==> src/hdl/ais_pkg.sv <==
// Shared types and constants for the ascending integer sorter.
package ais_pkg;

    localparam int DATA_W           = 32;
    localparam int DEF_MAX_ELEMENTS = 64;

    // One input request: an element and the end-of-set flag
    typedef struct packed {
        logic signed [DATA_W-1:0] value;
        logic                     last_element;
    } t_in_req;

    // One output request: the next element in ascending order
    typedef struct packed {
        logic signed [DATA_W-1:0] sorted_value;
        logic                     last_result;
        logic                     overflow;
    } t_out_req;

    // Controls broadcast to every cell of the chain
    typedef struct packed {
        logic insert;
        logic shift;
    } t_cell_ctrl;

    // Sequencer states
    typedef enum logic [1:0] {
        S_LOAD = 2'b01,
        S_EMIT = 2'b10
    } t_state;

endpackage

==> src/hdl/ais_cell.sv <==
// One cell of the sorting chain: holds one element and trades with its neighbors.
module ais_cell (
    input  logic                               i_clk,
    input  logic                               i_rst_n,
    input  ais_pkg::t_cell_ctrl                i_ctrl,
    input  logic signed [ais_pkg::DATA_W-1:0]  i_new_value,
    input  logic signed [ais_pkg::DATA_W-1:0]  i_prev_value,
    input  logic                               i_prev_valid,
    input  logic                               i_prev_lt,
    input  logic signed [ais_pkg::DATA_W-1:0]  i_next_value,
    input  logic                               i_next_valid,
    output logic signed [ais_pkg::DATA_W-1:0]  o_value,
    output logic                               o_valid,
    output logic                               o_lt
);
    import ais_pkg::*;

    logic signed [DATA_W-1:0] r_value;
    logic signed [DATA_W-1:0] n_value;
    logic                     r_valid;
    logic                     n_valid;

    // An empty cell acts as plus infinity
    assign o_lt    = !r_valid || (i_new_value < r_value);
    assign o_value = r_value;
    assign o_valid = r_valid;

    // Insert: move up from the left neighbor or take the new element; shift: pull from right
    always_comb begin
        n_value = r_value;
        n_valid = r_valid;
        if (i_ctrl.insert) begin
            if (o_lt) begin
                n_value = i_prev_lt ? i_prev_value : i_new_value;
            end
            n_valid = r_valid | i_prev_valid;
        end else if (i_ctrl.shift) begin
            n_value = i_next_value;
            n_valid = i_next_valid;
        end
    end

    always_ff @(posedge i_clk) begin
        if (!i_rst_n) begin
            r_valid <= 1'b0;
        end else begin
            r_valid <= n_valid;
        end
    end

    always_ff @(posedge i_clk) begin
        r_value <= n_value;
    end

endmodule

==> config.mk <==
export PLATFORM = sky130hd
export DESIGN_NAME = ais_cell
export DESIGN_NICKNAME = d
export VERILOG_FILES = /design/src/hdl/ais_pkg.sv /design/src/hdl/ais_cell.sv
export SDC_FILE = /design/constraint.sdc
export NUM_CORES = 1
export LEC_CHECK = 0
export ABC_AREA = 1
export BUFFER_PORTS_ARGS = -buffer_cell sky130_fd_sc_hd__buf_2
export CAP_MARGIN = 20
export CORE_MARGIN = 5
export CORE_UTILIZATION = 30
export DETAILED_ROUTE_END_ITERATION = 6
export PLACE_DENSITY = 0.64
export SLEW_MARGIN = 10
export SYNTH_ARGS = -nofsm -noshare
export SYNTH_HDL_FRONTEND = slang
export SYNTH_SLANG_ARGS = --single-unit
==> constraint.sdc <==
create_clock -name i_clk -period 7.2 [get_ports i_clk]
set_input_delay 0.36 -clock i_clk [delete_from_list [all_inputs] [get_ports i_clk]]
set_output_delay 0.36 -clock i_clk [all_outputs]
set_load 0.02 [all_outputs]
==> impl_metrics.toml, run 1 <==
[sta]
max_freq_mhz = 417
max_slew.worst_pin.slew_ns = 0.956
setup_viol = 0
fin_skew_ns = 0.00851
relSlewSlack = 0.359
rsz0062_at_grt = "no"
final.setup.tns_ns = 0
min_period_over_period = 0.333
post-route-min-period_ns = 2.40
slew_viol_final = 0
hold_viol_final = 0

[power]
power_uw = 564
powerDensity_nw_per_um2 = 168
leakage_nw = 1.75
vdd_drop_max_uv = 56.6

[yosys]
synth_fp_nets = 454
syn-instance-count = 320
ys_ff_latch = 33
synthesis.area_um2 = 2480
ys_seq_area_frac = 0.395
avgSynthCellArea_um2 = 7.77
ys_warn_count = 0
yosysUniqueCellTypes = 20

[cts]
clock-root-buffer = "clkbuf_8"
ctsHoldBuffers = 0
clock_sinks = 33
clk_latency_ns = 0.28
cts.clk_slew.worst_paths_ns = 0.07
cts_buffer_depth = 2
htreeDepth = 2
cts_setup_buffers = 0
cts_tree = "built"
cts_resized = 0
numCtsBuffers = 5

[routing]
via_count = 2564
drt_iter0_markers = 81
wl_per_cell_um = 12.9
routed_wl_mm = 7.24
post-route-drc-count = 0
ant_nets = 0
viasPerCell = 4.59
drtPass1Iterations = 4

[setup_path]
end_kind = "flip-flop"
start_kind = "input port"
crit_arrival_ns = 2.38
worstPathMaxFanout = 35
cp_data_required_time_ns = 7.19
crit_type = "in -> reg"

[global_route]
grt_usage = 0.140
grt_overflow = 0
grt_pass1_vias = 2625
antenna_found_initial = 0
grt_max_degree = 36
grt_pass1_wl_mm = 11.6

[die]
start_util = 0.305
dieArea_um2 = 10200
io_pins = 137
rows = 33
fp.coreArea_um2 = 8130
die_w_um = 101
die_h_um = 101

[run_status]
outcome = "finished clean"

[job]
maxCapViolations = 0

[hold_path]
hold_class = "in -> reg"

[cells_and_area]
antenna_cells = 0
finalNonFillerCells = 559
layout-drive-gt1-share = 0.337
final_core_util = 0.413
synthToLayoutAreaGrowth_pct = 35.1
fillers = 855
design_area_um2 = 3360
final_nets = 587

[placement]
dp.cells = 550
placed_area_um2 = 3260
gp_congestion = 0.801
portBuffers = 136
place_hpwl_mm = 5.84
## critical path: stages
cell and delay, ns:
buf_2 0.43, clkinv_1 0.92, nand2_1 0.31, nand2_1 0.08, buf_4 0.27
## cell families after synthesis
family / count (synthesis) / share of synthesized area
adders and majority gates: 31 / 0.156
buffers and inverters: 55 / 0.0831
AOI/OAI and AO/OA: 85 / 0.179
and+or+nand+nor: 116 / 0.187
DFF: 33 / 0.395
## report_power, final
group / internal [mW] / switching (mW) / total (mW)
registers: 0.237 / 0.0104 / 0.248
clock network: 0.0670 / 0.0673 / 0.134
logic: 0.0725 / 0.110 / 0.182
## layout by cell type (no fill, tap or decap), drive strengths merged, types with 2 or more instances in the layout
cell type	synthesis	routed
inv	42	42
clkbuf	11	6
nand3	5	5
clkinv	1	3
nand2	68	68
ha	31	31
o21ai	68	68
nor3	2	2
edfxtp	32	32
nor2	40	40
a21oi	15	15
buf	1	138
## through the flow
stage          hold WS (ns)  setup slack, ns
6_report              0.267             4.80
5_1_grt               0.272             4.55
4_1_cts               0.252             4.75
3_5_place_dp          0.551             4.46
3_3_place_gp          0.549             4.48
2_1_floorplan         0.458             4.55
## per-layer routing
layer / wire, um / part of all wire / track usage / up-vias
met1: 3150 / 0.44 / 0.169 / 1153
met4: 48 / 0.0066 / 0.0429 / 0
met3: 499 / 0.069 / 0.0242 / 2
li1: - / - / - / 1331
met2: 3540 / 0.49 / 0.253 / 78
met5: 0 / 0 / 0 / -
## cell type report
type                    instances  area, um^2  area share
well taps                     105         131      0.0391
flip-flops and latches         33         981       0.292
clock buffers                   6        72.6      0.0216
clock inverters                 2        10.0     0.00298
repair buffers                138         703       0.209
multi-input cells             232        1300       0.387
inverters                      43         161      0.0481
## registers in the layout, summed over array words and instances (netlist names)
signal and cells:
o_valid 1, o_value 32
## path summary, 6_finish.rpt
check | from | to | slack [ns] | depth (start not counted)
setup / recovery | i_ctrl[1] | o_value[13]$_DFFE_PP_ | 4.80 | 5
hold / removal | i_rst_n | o_valid$_SDFFE_PN0P_ | 0.27 | 3
setup reg to reg | o_value[5]$_DFFE_PP_ | o_value[13]$_DFFE_PP_ | 4.89 | 14
hold reg to reg | o_valid$_SDFFE_PN0P_ | o_valid$_SDFFE_PN0P_ | 0.64 | 4
## synth_stat cells, drive strengths merged
master  instances  area share
clkinv          1      0.0015
a22oi           1      0.0030
ha             31        0.16
clkbuf         11       0.017
edfxtp         32        0.39
nor2           40       0.061
nand4           1      0.0025
nand3           5       0.012
o21a            1      0.0030
buf             1      0.0015
nor3            2      0.0081
a21oi          15       0.036
nand2          68        0.10
inv            42       0.063
dfxtp           1      0.0081
o21ai          68        0.14
No activity file was read; power rests on OpenSTA's default activity.
==> inputs of run 2 (changes only) <==
- PLACE_DENSITY: 0.64 -> 0.66
- clock period: 7.2 -> 1.9 ns (I/O delays scaled with it)
==> impl_metrics.toml, run 2 (synthesized netlist as in run 1, its figures left out) <==
[global_route]
antenna_found_initial = 0
grt_pass1_vias = 2696
grt_pass1_wl_mm = 12.6
grt_usage = 0.157
grt_max_degree = 20
grt_overflow = 0

[die]
die_h_um = 101
io_pins = 137
fp.coreArea_um2 = 8130
die_w_um = 101
rows = 33
start_util = 0.305
dieArea_um2 = 10200

[setup_path]
crit_arrival_ns = 1.95
crit_type = "reg -> out"
start_kind = "flip-flop"
worstPathMaxFanout = 2
end_kind = "output pin"
cp_data_required_time_ns = 1.80

[sta]
slew_viol_final = 0
max_slew.worst_pin.slew_ns = 0.753
layout_setup_ws_ns = -0.143
rsz0062_at_grt = "yes"
relSlewSlack = 0.497
fin_skew_ns = 0.00448
max_freq_mhz = 490
post-route-min-period_ns = 2.04
min_period_over_period = 1.08
hold_viol_final = 0
holdWs_ns = 0.0889
setup_viol = 33
final.setup.tns_ns = -4.53

[cells_and_area]
largest_reg_flops = 32
synthToLayoutAreaGrowth_pct = 53.4
layout_common_cells = "buf_2, o21ai_0, nand2_1"
layout-drive-gt1-share = 0.423
layout_commonest_cell = "buf_2"
final_nets = 622
antenna_cells = 0
finalNonFillerCells = 594

[run_status]
outcome = "complete, but fails checks"
violations = "setup timing"

[hold_path]
hold_class = "in -> reg"

[cts]
clock_sinks = 33
cts_buffer_depth = 2
cts.clk_slew.worst_paths_ns = 0.07
clock-root-buffer = "clkbuf_8"
numCtsBuffers = 5
clk_latency_ns = 0.28
cts_tree = "built"
htreeDepth = 2

[placement]
dp.cells = 576
portBuffers = 136
gp_congestion = 0.806
place_hpwl_mm = 6.22

[routing]
via_count = 2715
viasPerCell = 4.57
wl_per_cell_um = 13.7
drtPass1Iterations = 4
ant_nets = 0
drt_iter0_markers = 79
routed_wl_mm = 8.17
post-route-drc-count = 0

[power]
powerDensity_nw_per_um2 = 613
vdd_drop_max_uv = 309
leakage_nw = 1.92

[job]
maxCapViolations = 0
## run 2: changes by cell type in the layout (fill, tap and decap cells not counted), moves of 4 or more
cell / change
inv_2: +4
inv_1: -4
ha_1: -7
nand2_1: -8
ha_4: +7
buf_4: +32
nand2_2: +6
nand2_8: +5
## run 2: cell type report
class | count | area, um^2
Sequential cell | 33 | 981
Clock buffer | 8 | 80.1
Fill cell | 806 | 4320
Inverter | 43 | 161
Tap cell | 105 | 131
Multi-Input combinational cell | 235 | 1510
Timing Repair Buffer | 170 | 945
## run 2: final timing paths
| kind | start | to | slack [ns] | cells past startpoint |
|---|---|---|---|---|
| min | i_next_value[2] | o_value[2]$_DFFE_PP_ | 0.09 | 3 |
| max | o_value[5]$_DFFE_PP_ | o_lt | -0.14 | 13 |
| max reg2reg | o_value[5]$_DFFE_PP_ | o_value[11]$_DFFE_PP_ | -0.14 | 13 |
| min reg2reg | o_valid$_SDFFE_PN0P_ | o_valid$_SDFFE_PN0P_ | 0.68 | 4 |
## run 2: metrics by stage
step / setup WS [ns] / utilization / instance area [um^2] / power, mW
4_1_cts: -0.122 / 0.466 / 3790 / 2.35
3_3_place_gp: -0.225 / 0.431 / 3510 / 1.73
5_1_grt: -0.351 / 0.469 / 3810 / 2.51
2_1_floorplan: -0.184 / - / 2540 / 1.39
6_report: -0.143 / 0.469 / 3810 / 2.34
3_5_place_dp: -0.233 / 0.431 / 3510 / 1.75
## run 2: report_power, final
part	total, mW	internal, mW	leakage (nW)	switching (mW)
clock network	0.511	0.260	0.0395	0.251
logic	0.888	0.393	1.55	0.495
registers	0.937	0.899	0.329	0.0386
## run 2: what timing repair did
item	in CTS	in global routing
resized for setup	20	5
endpoints found under the setup margin	33	33
gates cloned	3	0
hold endpoints to repair	1	0
buffers inserted	5	1
hold buffers	1	0
pin swaps	14	6
## run 2: worst max-delay path, cell delays in order, from the launching register on
cell      delay, ns
edfxtp_1       0.40
inv_2          0.08
ha_4           0.19
a21oi_2        0.14
nor2_2         0.05
nor3_2         0.15
nand2_1        0.07
nand2_1        0.07
nand2_2        0.06
nand2_2        0.07
nand2_2        0.05
nand2_2        0.08
nand3_4        0.10
buf_6          0.16
## run 2: metal layers
metal | part of all wire | wire [um] | vias to the layer above | track usage
met2 | 0.52 | 4230 | 82 | 0.284
met1 | 0.41 | 3320 | 1215 | 0.191
met4 | 0.013 | 108 | 0 | 0.0440
met5 | 0 | 0 | - | 0
li1 | - | - | 1408 | -
met3 | 0.063 | 514 | 10 | 0.0242
